--- src/sv/ttib_pkg.sv ---
`default_nettype none
package ttib_pkg;

  localparam int CHAR_W       = 8;
  localparam int ALPHA_CHARS  = 16;
  localparam int ALPHA_W      = CHAR_W * ALPHA_CHARS;
  localparam int BASE_LEN_W   = 5;
  localparam int DIGIT_IDX_W  = 4;
  localparam int CFG_DATA_W   = 64;
  localparam int CFG_INDEX_W  = 2;

  localparam logic [CFG_INDEX_W-1:0] CFG_BASE_LENGTH   = 2'd0;
  localparam logic [CFG_INDEX_W-1:0] CFG_ALPHABET_LOW  = 2'd1;
  localparam logic [CFG_INDEX_W-1:0] CFG_ALPHABET_HIGH = 2'd2;

  localparam logic [CHAR_W-1:0] CHAR_NUL   = 8'h00;
  localparam logic [CHAR_W-1:0] CHAR_TAB   = 8'd9;
  localparam logic [CHAR_W-1:0] CHAR_CR    = 8'd13;
  localparam logic [CHAR_W-1:0] CHAR_SPACE = 8'h20;
  localparam logic [CHAR_W-1:0] CHAR_PLUS  = 8'h2B;
  localparam logic [CHAR_W-1:0] CHAR_MINUS = 8'h2D;

  typedef enum logic [1:0] {
    PH_SPACE,
    PH_SIGN,
    PH_DIGIT,
    PH_DONE
  } phase_t;

  typedef struct packed {
    logic                   hit;
    logic [DIGIT_IDX_W-1:0] index;
    logic [BASE_LEN_W-1:0]  used_len;
    logic                   base_ok;
  } alpha_res_t;

  function automatic logic is_space(input logic [CHAR_W-1:0] c);
    return (c == CHAR_SPACE) || ((c >= CHAR_TAB) && (c <= CHAR_CR));
  endfunction

endpackage
`default_nettype wire

--- src/sv/ttib_alpha.sv ---
`default_nettype none
module ttib_alpha #(
  parameter int MAX_BASE = 16
) (
  input  wire logic [ttib_pkg::BASE_LEN_W-1:0] base_length,
  input  wire logic [ttib_pkg::ALPHA_W-1:0]    alphabet,
  input  wire logic [ttib_pkg::CHAR_W-1:0]     char_code,
  output ttib_pkg::alpha_res_t                 res
);

  localparam logic [ttib_pkg::BASE_LEN_W-1:0] MAX_LEN = ttib_pkg::BASE_LEN_W'(MAX_BASE);

  logic [ttib_pkg::CHAR_W-1:0]      chars [ttib_pkg::ALPHA_CHARS];
  logic [ttib_pkg::BASE_LEN_W-1:0]  used_len;
  logic                             bad;
  logic                             hit;
  logic [ttib_pkg::DIGIT_IDX_W-1:0] hit_index;
  logic                             ok;

  always_comb begin
    for (int k = 0; k < ttib_pkg::ALPHA_CHARS; k++) begin
      chars[k] = alphabet[k*ttib_pkg::CHAR_W +: ttib_pkg::CHAR_W];
    end
  end

  assign used_len = (base_length > MAX_LEN) ? MAX_LEN : base_length;

  // digit lookup: lowest matching index wins
  always_comb begin
    hit       = 1'b0;
    hit_index = '0;
    for (int i = MAX_BASE - 1; i >= 0; i--) begin
      if ((ttib_pkg::BASE_LEN_W'(i) < used_len) && (chars[i] == char_code)) begin
        hit       = 1'b1;
        hit_index = ttib_pkg::DIGIT_IDX_W'(i);
      end
    end
  end

  // alphabet check: no sign, blank or NUL, no duplicates
  always_comb begin
    bad = 1'b0;
    for (int i = 0; i < MAX_BASE; i++) begin
      if (ttib_pkg::BASE_LEN_W'(i) < base_length) begin
        if ((chars[i] == ttib_pkg::CHAR_NUL) || (chars[i] == ttib_pkg::CHAR_PLUS) ||
            (chars[i] == ttib_pkg::CHAR_MINUS) || ttib_pkg::is_space(chars[i])) begin
          bad = 1'b1;
        end
        for (int j = i + 1; j < MAX_BASE; j++) begin
          if ((ttib_pkg::BASE_LEN_W'(j) < base_length) && (chars[j] == chars[i])) begin
            bad = 1'b1;
          end
        end
      end
    end
  end

  assign ok  = (base_length >= ttib_pkg::BASE_LEN_W'(2)) &&
               (base_length <= MAX_LEN) && !bad;
  assign res = {hit, hit_index, used_len, ok};

endmodule
`default_nettype wire

--- src/sv/text_to_integer_custom_base_top.sv ---
`default_nettype none
// Streaming text-to-integer converter with a programmable digit alphabet. One character
// beat is accepted per cycle; leading blanks are skipped, a run of signs sets the sign,
// and digits accumulate as value*base+index until the first non-digit. The beat marked
// last yields one result, registered and presented the cycle after it is accepted; a
// waiting result holds off all further input until it is taken, so in_ready drops only
// while a result stalls. The per-character work is one alphabet compare plus one
// multiply-add by the base, done combinationally before the accumulator register. Write
// base_length and the alphabet words only while no text is in flight.
module text_to_integer_custom_base_top #(
  parameter int MAX_BASE    = 16,
  parameter int VALUE_WIDTH = 32
) (
  input  wire logic                               clk,
  input  wire logic                               rst_n,
  input  wire logic                               cfg_wr_en,
  input  wire logic [ttib_pkg::CFG_INDEX_W-1:0]   cfg_index,
  input  wire logic [ttib_pkg::CFG_DATA_W-1:0]    cfg_data,
  input  wire logic                               in_valid,
  output logic                                    in_ready,
  input  wire logic [ttib_pkg::CHAR_W-1:0]        in_char_code,
  input  wire logic                               in_last,
  output logic                                    out_valid,
  input  wire logic                               out_ready,
  output logic signed [VALUE_WIDTH-1:0]           out_value,
  output logic                                    out_base_ok
);

  localparam int HALF_W = ttib_pkg::ALPHA_W / 2;

  logic [ttib_pkg::BASE_LEN_W-1:0] base_length_r;
  logic [HALF_W-1:0]               alpha_low_r;
  logic [HALF_W-1:0]               alpha_high_r;

  ttib_pkg::phase_t phase_r, phase_nxt;
  logic             neg_r, neg_nxt;
  logic [VALUE_WIDTH-1:0] acc_r, acc_nxt;

  logic                   out_valid_r;
  logic [VALUE_WIDTH-1:0] out_value_r;
  logic                   out_base_ok_r;

  ttib_pkg::alpha_res_t alpha;
  logic in_fire, blank, at_sign;

  always_ff @(posedge clk) begin
    if (!rst_n) begin
      base_length_r <= '0;
      alpha_low_r   <= '0;
      alpha_high_r  <= '0;
    end else if (cfg_wr_en) begin
      unique case (cfg_index)
        ttib_pkg::CFG_BASE_LENGTH:   base_length_r <= cfg_data[ttib_pkg::BASE_LEN_W-1:0];
        ttib_pkg::CFG_ALPHABET_LOW:  alpha_low_r   <= cfg_data;
        ttib_pkg::CFG_ALPHABET_HIGH: alpha_high_r  <= cfg_data;
        default: ;
      endcase
    end
  end

  ttib_alpha #(
    .MAX_BASE (MAX_BASE)
  ) u_alpha (
    .base_length (base_length_r),
    .alphabet    ({alpha_high_r, alpha_low_r}),
    .char_code   (in_char_code),
    .res         (alpha)
  );

  assign in_ready = !out_valid_r || out_ready;
  assign in_fire  = in_valid && in_ready;
  assign blank    = ttib_pkg::is_space(in_char_code);
  assign at_sign  = (phase_r == ttib_pkg::PH_SIGN) || ((phase_r == ttib_pkg::PH_SPACE) && !blank);

  always_comb begin
    phase_nxt = phase_r;
    unique case (phase_r)
      ttib_pkg::PH_SPACE,
      ttib_pkg::PH_SIGN,
      ttib_pkg::PH_DIGIT: begin
        priority if ((phase_r == ttib_pkg::PH_SPACE) && blank) begin
          phase_nxt = ttib_pkg::PH_SPACE;
        end else if (at_sign && ((in_char_code == ttib_pkg::CHAR_MINUS) ||
                                 (in_char_code == ttib_pkg::CHAR_PLUS))) begin
          phase_nxt = ttib_pkg::PH_SIGN;
        end else if (alpha.hit) begin
          phase_nxt = ttib_pkg::PH_DIGIT;
        end else begin
          phase_nxt = ttib_pkg::PH_DONE;
        end
      end
      ttib_pkg::PH_DONE: phase_nxt = ttib_pkg::PH_DONE;
      default:           phase_nxt = ttib_pkg::PH_SPACE;
    endcase
  end

  always_comb begin
    neg_nxt = neg_r ^ (at_sign && (in_char_code == ttib_pkg::CHAR_MINUS));
    acc_nxt = acc_r;
    if (phase_nxt == ttib_pkg::PH_DIGIT) begin
      acc_nxt = VALUE_WIDTH'(acc_r * VALUE_WIDTH'(alpha.used_len)) + VALUE_WIDTH'(alpha.index);
    end
  end

  always_ff @(posedge clk) begin
    if (!rst_n) begin
      phase_r <= ttib_pkg::PH_SPACE;
      neg_r   <= 1'b0;
      acc_r   <= '0;
    end else if (in_fire) begin
      if (in_last) begin
        phase_r <= ttib_pkg::PH_SPACE;
        neg_r   <= 1'b0;
        acc_r   <= '0;
      end else begin
        phase_r <= phase_nxt;
        neg_r   <= neg_nxt;
        acc_r   <= acc_nxt;
      end
    end
  end

  always_ff @(posedge clk) begin
    if (!rst_n) begin
      out_valid_r <= 1'b0;
    end else if (in_fire && in_last) begin
      out_valid_r <= 1'b1;
    end else if (out_ready) begin
      out_valid_r <= 1'b0;
    end
  end

  // result beat payload
  always_ff @(posedge clk) begin
    if (in_fire && in_last) begin
      out_base_ok_r <= alpha.base_ok;
      if (!alpha.base_ok) begin
        out_value_r <= '0;
      end else if (neg_nxt) begin
        out_value_r <= '0 - acc_nxt;
      end else begin
        out_value_r <= acc_nxt;
      end
    end
  end

  assign out_valid   = out_valid_r;
  assign out_value   = $signed(out_value_r);
  assign out_base_ok = out_base_ok_r;

  a_last_gives_result: assert property (@(posedge clk) disable iff (!rst_n)
    (in_fire && in_last) |=> out_valid_r)
    else $error("last beat did not produce a result");

  a_invalid_is_zero: assert property (@(posedge clk) disable iff (!rst_n)
    (out_valid_r && !out_base_ok_r) |-> (out_value_r == '0))
    else $error("invalid alphabet result not zero");

  a_last_clears_parse: assert property (@(posedge clk) disable iff (!rst_n)
    (in_fire && in_last) |=> ((phase_r == ttib_pkg::PH_SPACE) && !neg_r && (acc_r == '0)))
    else $error("parse state not cleared after last beat");

  a_done_holds_acc: assert property (@(posedge clk) disable iff (!rst_n)
    (in_fire && !in_last && (phase_r == ttib_pkg::PH_DONE)) |=> $stable(acc_r))
    else $error("accumulator moved after parse ended");

endmodule
`default_nettype wire

--- config.mk ---
export PLATFORM = sky130hd
export DESIGN_NAME = text_to_integer_custom_base_top
export DESIGN_NICKNAME = d
export VERILOG_FILES = /design/src/sv/ttib_pkg.sv /design/src/sv/ttib_alpha.sv /design/src/sv/text_to_integer_custom_base_top.sv
export SDC_FILE = /design/constraint.sdc
export NUM_CORES = 2
export LEC_CHECK = 0
export BUFFER_PORTS_ARGS = -buffer_cell sky130_fd_sc_hd__buf_2
export CAP_MARGIN = 10
export CELL_PAD_IN_SITES_DETAIL_PLACEMENT = 1
export CELL_PAD_IN_SITES_GLOBAL_PLACEMENT = 1
export CORE_UTILIZATION = 44
export CTS_BUF_LIST = sky130_fd_sc_hd__clkbuf_16
export DETAILED_ROUTE_END_ITERATION = 10
export PLACE_DENSITY_LB_ADDON = 0.25
export SLEW_MARGIN = 20
export SYNTH_ARGS = -nofsm -noshare
export SYNTH_HDL_FRONTEND = slang
export SYNTH_SLANG_ARGS = --single-unit
--- constraint.sdc ---
create_clock -name clk -period 7.1 [get_ports clk]
set_input_delay 1.42 -clock clk [delete_from_list [all_inputs] [get_ports clk]]
set_output_delay 1.42 -clock clk [all_outputs]
set_load 0.02 [all_outputs]
# --- After elaboration in Yosys (flattened, before gate mapping) ---
# Index checks and enable logic that the tools add are counted.
word_totals:
  in_bits: 80
  n_memories: 0
  latchBits: 0
  mem_bits_rw: 0
  rom_bits: 0
  elab_cells: 726
  regBits: 202
  output_inout_bits: 35
classes:
  n_div: 0
  add_sub_neg: 2
  n_mux: 196
  multipliers: 1
  bitwise_logic: 1
  shifts: 0
  n_eq_ne: 193
  reduce_logical: 255
  magnitude_cmp: 69
ops:
  columns: ["cell", "n"]
  rows:
  - ["8-bit == test", 136]
  - ["8-bit by 6-bit == test with 1-bit output (second input constant)", 51]
  - ["1-bit 2-to-1 mux", 172]
  - ["1-bit logical AND", 161]
  - ["8-bit by 4-bit greater-or-equal comparator with 1-bit output (second input constant)", 17]
  - ["8-bit by 4-bit less-or-equal comparator with 1-bit output (second input constant)", 17]
  - ["8-bit zero test", 16]
  - ["32-bit 2-to-1 mux", 3]
  - ["4-bit by 5-bit less-than comparator with 1-bit output (first input constant)", 16]
  - ["1-bit logical OR", 68]
  - ["4-bit 2-to-1 mux", 16]
  - ["3-bit by 5-bit less-than comparator with 1-bit output (first input constant)", 8]
  - ["32-bit by 4-bit adder with 32-bit output", 1]
  - ["32-bit by 5-bit multiplier with 32-bit output", 1]
  - ["1-bit by 32-bit subtractor with 32-bit output (first input constant)", 1]
  - ["1-bit by 5-bit less-than comparator with 1-bit output (first input constant)", 4]
  - ["2-bit by 5-bit less-than comparator with 1-bit output (first input constant)", 4]
  - ["2-bit == test (second input constant)", 4]
  - ["2-bit 2-to-1 mux", 3]
  - ["2-bit AND reduction", 3]
  - ["5-bit by 2-bit greater-or-equal comparator with 1-bit output (second input constant)", 1]
  - ["5-bit > comparator (second input constant)", 1]
  - ["5-bit less-or-equal comparator (second input constant)", 1]
  - ["5-bit 2-to-1 mux", 1]
  - ["7 further kinds", 11]

# --- Logic depth before layout (Yosys ltp) ---
logic_depth:
  ltp_word: 158
  ltp_mapped: 29
  ltp_nobuf: 27

# --- Modules after synthesis ---
# From an unflattened synthesis, not the netlist that was laid out.
hier_totals:
  hier_cells: 3749
  area_unflattened_um2: 29620.9
by_module_without_submodules:
  columns: ["mod", "cells_per_inst", "n_inst", "seq_area_each_um2", "area_each_um2"]
  rows:
  - ["ttib_alpha", 2017, 1, 0.0, 15139.5]
  - ["text_to_integer_custom_base_top", 1732, 1, 4374.2, 14481.4]

# --- Worst setup path before layout ---
# No wires, ideal clock.
synth_timing:
  path_type: "input to register"
  start: "input in_char_code[3] in the netlist's numbering"
  end: "register out_value_r[31] (netlist: out_value[31]) (data pin)"
  t_arrival_ns: 7.053
  setup_ns: 0.261
  path_stages: 25
  n_path_buf: 2
  required_time_ns: 6.839
  slack_ns: -0.214
  cell_sequence: "buf_2 > buf_4 > xnor2_1 > nand2_1 > nor4_2 > nor4_4 > and2_1 > nor2_1 > fa_1 > ha_1 > inv_1 > fa_1 > inv_1 > ha_1 > a211oi_1 > o211ai_1 > a31o_1 > a211o_1 > a21o_1 > a22oi_1 > o2111ai_1 > a211oi_2 > nand2_1 > a311o_1 > a311o_1"
synth_via:
  elab_chain_cells: 26
  word_cells_on_any_way: 88
  cone_classes: "2 x add/sub; 2 x order compare; 20 x eq/ne; 38 x mux; 1 x bitwise; 25 x reduce/logical"
synth_rtl:
  columns: ["item", "line", "text"]
  rows:
  - ["from (decl)", "text_to_integer_custom_base_top.sv:21", "input wire logic [ttib_pkg::CHAR_W-1:0] in_char_code,"]
  - ["parallel branches: the longest is 25 deep, another holds 8-bit == test", null, null]
  - ["32-bit 2-to-1 mux *", "text_to_integer_custom_base_top.sv:139", "end else if (neg_nxt) begin"]
  - ["to (signal assigned)", "text_to_integer_custom_base_top.sv:140", "out_value_r <= '0 - acc_nxt;"]
  - ["to (signal assigned)", "text_to_integer_custom_base_top.sv:142", "out_value_r <= acc_nxt;"]
  - ["to (decl)", "text_to_integer_custom_base_top.sv:40", "logic [VALUE_WIDTH-1:0] out_value_r;"]
# Every way passes the cells marked *.
# A chain may end at the register's enable or synchronous reset.

# --- Worst setup path after layout ---
layout_timing:
  start: "input in_char_code[7] in the netlist's numbering"
  end: "register out_value_r[31] (netlist: out_value[31]) (data pin)"
# The elaborated chain is that of the path after synthesis.

==> results.ini <==
[status]
status = completed

[timing]
slew_viol_final = 0
layout_min_cycle_time_ns = 7.03
hold_violations = 0
relSlewSlack_pct = 28.0
fin_crit_sh_pct = 99.0
finalSetupViolCount = 0
finClkSkew_ns = 0.0549
fmax_ghz = 0.142
tightest_slew_ns = 1.08

[yosys]
synth.area.top_cells = xnor2_1 27%, dfxtp_1 12%, xor2_1 8.5%, fa_1 6.0%, nand2_1 5.7%
ys.flop_type = dfxtp_1
async_flop_share_pct = 0
synth_edf_count = 33
syn_area_um2 = 28800
synth_top_area_cell = xnor2_1
ys_warn_count = 0
ys_types = 79
yosysTopAreaCellShare_pct = 26.8
synth_seq_cells = 202
synth_nets = 3890
yosysSeqAreaShare_pct = 15.2
synth.avg_cell_area_um2 = 7.87
postSynthCellCount = 3661

[clock_tree]
cts_tree = yes
root_buffer = clkbuf_16
htreeDepth = 1
clkSinkCount = 202
clock_latency_ns = 0.63
clk_transition_reported_paths_ns = 0.07
cts_max_path_buffers = 3
cts_buffers = 27

[routing]
via_per_inst = 6.41
drt-pass1-iter-count = 5
drtIter0Drc = 3026
num_vias = 29700
ant_nets = 0
drc = 0
wl_per_cell_um = 29.5
wirelength_mm = 136

[critical_path]
reg2reg_from = base_length_r[1]
cp-endpoint = out_value[31]
r2r_end = out_value[31]
crit_path_end_kind = flip-flop
startpoint_type = primary input
worst_ep_arrival_time_ns = 7.40
crit_fanout = 13
worstSetupPathType = primary input to flip-flop
ff2ff_setup_slack_ns = 0.33
cp_data_required_time_ns = 7.47
startpoint = in_char_code[7]
r2r_cells = 24

[grt]
grt_max_degree = 91
antenna_found_initial = 5
grt_pass1_wl_mm = 202
grt_overflow = 0
grt_pass1_vias = 31400
globalRouteTotalUtil_pct = 40.0

[die]
core-area_um2 = 64600
ioPinCount = 115
die_x_um = 258
die-height_um = 258
start_util_pct = 44.6
dieArea_um2 = 66500
rows = 93

[place]
io_buffers = 114
place.gp.congestion = 0.980
place_area_um2 = 31200
dp_hpwl_mm = 92.8

[layout]
final_util_pct = 50.1
layout.nets = 3975
drive_gt1_share_pct = 14.8
stdcell_area_um2 = 32400
area_growth_pct = 12.4

[flow_run]
drv_cap = 0

[pwr]
ir_drop_mv = 0.204
powerDensity_nw_per_um2 = 118
power_leakage_nw = 12.6

[hold_path]
hp-class = flip-flop to flip-flop

==> worst max-delay path, cell delays in order <==
cell and delay [ns]:
buf_2 0.14, buf_12 0.19, xnor2_1 0.15, nand4_1 0.21
nor3_2 0.47, nor4_4 0.10, and2_1 0.17, nor2_1 0.13
fa_1 0.44, ha_1 0.29, inv_1 0.05, fa_1 0.53
inv_1 0.08, ha_4 0.24, a211oi_2 0.24, o211ai_1 0.25
buf_4 0.20, a41oi_1 0.23, xor2_1 0.18, a31oi_1 0.17
nor4_2 0.37, nand4_1 0.33, a21boi_4 0.31, nand3_2 0.15
a311o_1 0.34
==> Yosys cell counts, types with 15 or more instances <==
cell type / instances
fa_1: 86
a211oi_1: 15
a31oi_1: 33
inv_1: 80
edfxtp_1: 33
xor2_1: 280
nand4_1: 212
nand2_1: 438
or3_1: 15
nor4_1: 92
ha_1: 63
a21oi_1: 69
nand3_1: 41
and2_1: 89
nand2b_1: 23
a21boi_0: 131
clkbuf_1: 98
nor2b_1: 26
or4_1: 18
mux2i_1: 24
nor3_1: 115
buf_2: 271
nor2_1: 96
xnor2_1: 881
o21ai_0: 65
dfxtp_1: 169
==> cells by family after synthesis <==
logic type	after synthesis	share of synthesized area [%]
AND/OR/NAND/NOR	1208	21.5
XOR/XNOR	1161	35.3
buffers and inverters	471	7.52
AO/OA/AOI/OAI	445	10.9
flip-flops	202	15.2
adder cells (fa/ha/maj)	149	8.71
multiplexers	25	0.873
==> final cells by class <==
cell class                 count  area (um2)
clock inverter                21         133
multi-input combinational   2988       22500
inverter                      80         300
timing repair buffer         447        3280
sequential                   202        4380
fill                        7824       32200
antenna                        3        7.51
clock buffer                  29         726
tap                          855        1070
==> timing repair <==
| action | CTS | global route |
|---|---|---|
| pin swaps | 1 | 23 |
| endpoints found under the setup margin | 1 | 12 |
| gates resized for setup | 4 | 32 |
| setup buffers | 1 | 16 |
| hold buffers | 0 | 0 |
| cloned | 0 | 2 |
==> through the flow <==
stage / TNS [ns] / power (W) / worst slack (ns) / hold WS, ns / instances
2_1_floorplan: 0 / 0.00204 / 0.00169 / 0.498 / 3661
3_3_place_gp: -6.26 / 0.00236 / -0.538 / 0.526 / 4553
3_5_place_dp: -11.41 / 0.00242 / -0.783 / 0.560 / 4553
4_1_cts: 0 / 0.00378 / 0.00686 / 0.597 / 4604
5_1_grt: -0.245 / 0.00394 / -0.0601 / 0.631 / 4623
6_report: 0 / 0.00384 / 0.0739 / 0.596 / 4625
==> metal layers <==
metal / share of wire [%] / track usage, % / vias up
met5: 0.040 / 0 / -
met4: 7.6 / 26.5 / 8
met3: 9.5 / 8.69 / 640
met2: 45 / 63.6 / 1683
met1: 38 / 48.6 / 14900
li1: - / - / 12400
==> where the power goes <==
part           internal, W  total, W  switching (W)
Sequential         0.00119   0.00123      0.0000386
Clock             0.000744   0.00137       0.000629
Combinational     0.000479   0.00123       0.000750
==> state kept, by name, summed over array words and instances, names as in the netlist <==
| register | flops |
|---|---|
| alpha_high_r | 64 |
| neg_r | 1 |
| out_value | 32 |
| base_length_r | 5 |
| alpha_low_r | 64 |
| out_valid | 1 |
| phase_r | 2 |
| acc_r | 32 |
| out_base_ok | 1 |
==> cells in the final DEF, fill, tap and decap left out, drive strengths merged, types with 23 or more instances in the layout <==
cell type	n
a21oi	69
ha	63
a31oi	36
xnor2	881
nor4	98
mux2i	24
edfxtp	33
and2	89
nor2	96
xor2	280
a21boi	132
nor3	117
inv	89
dfxtp	169
buf	443
nand2	438
nand2b	23
nand3	41
o21ai	68
nand4	212
nor2b	26
fa	86
clkbuf	33
==> worst min path at each step <==
| stage | depth (start not counted) | to | start | slack, ns |
|---|---|---|---|---|
| after global placement | 2 | phase_r[0] | phase_r[0] | 0.53 |
| after CTS | 2 | phase_r[0] | phase_r[0] | 0.60 |
| final | 2 | out_valid | out_valid | 0.60 |
| after floorplan | 2 | phase_r[0] | phase_r[0] | 0.50 |
| after global routing | 2 | phase_r[0] | phase_r[0] | 0.63 |
| after detailed placement | 2 | phase_r[0] | phase_r[0] | 0.56 |
Note: power is estimated with default switching activity, not from simulation.
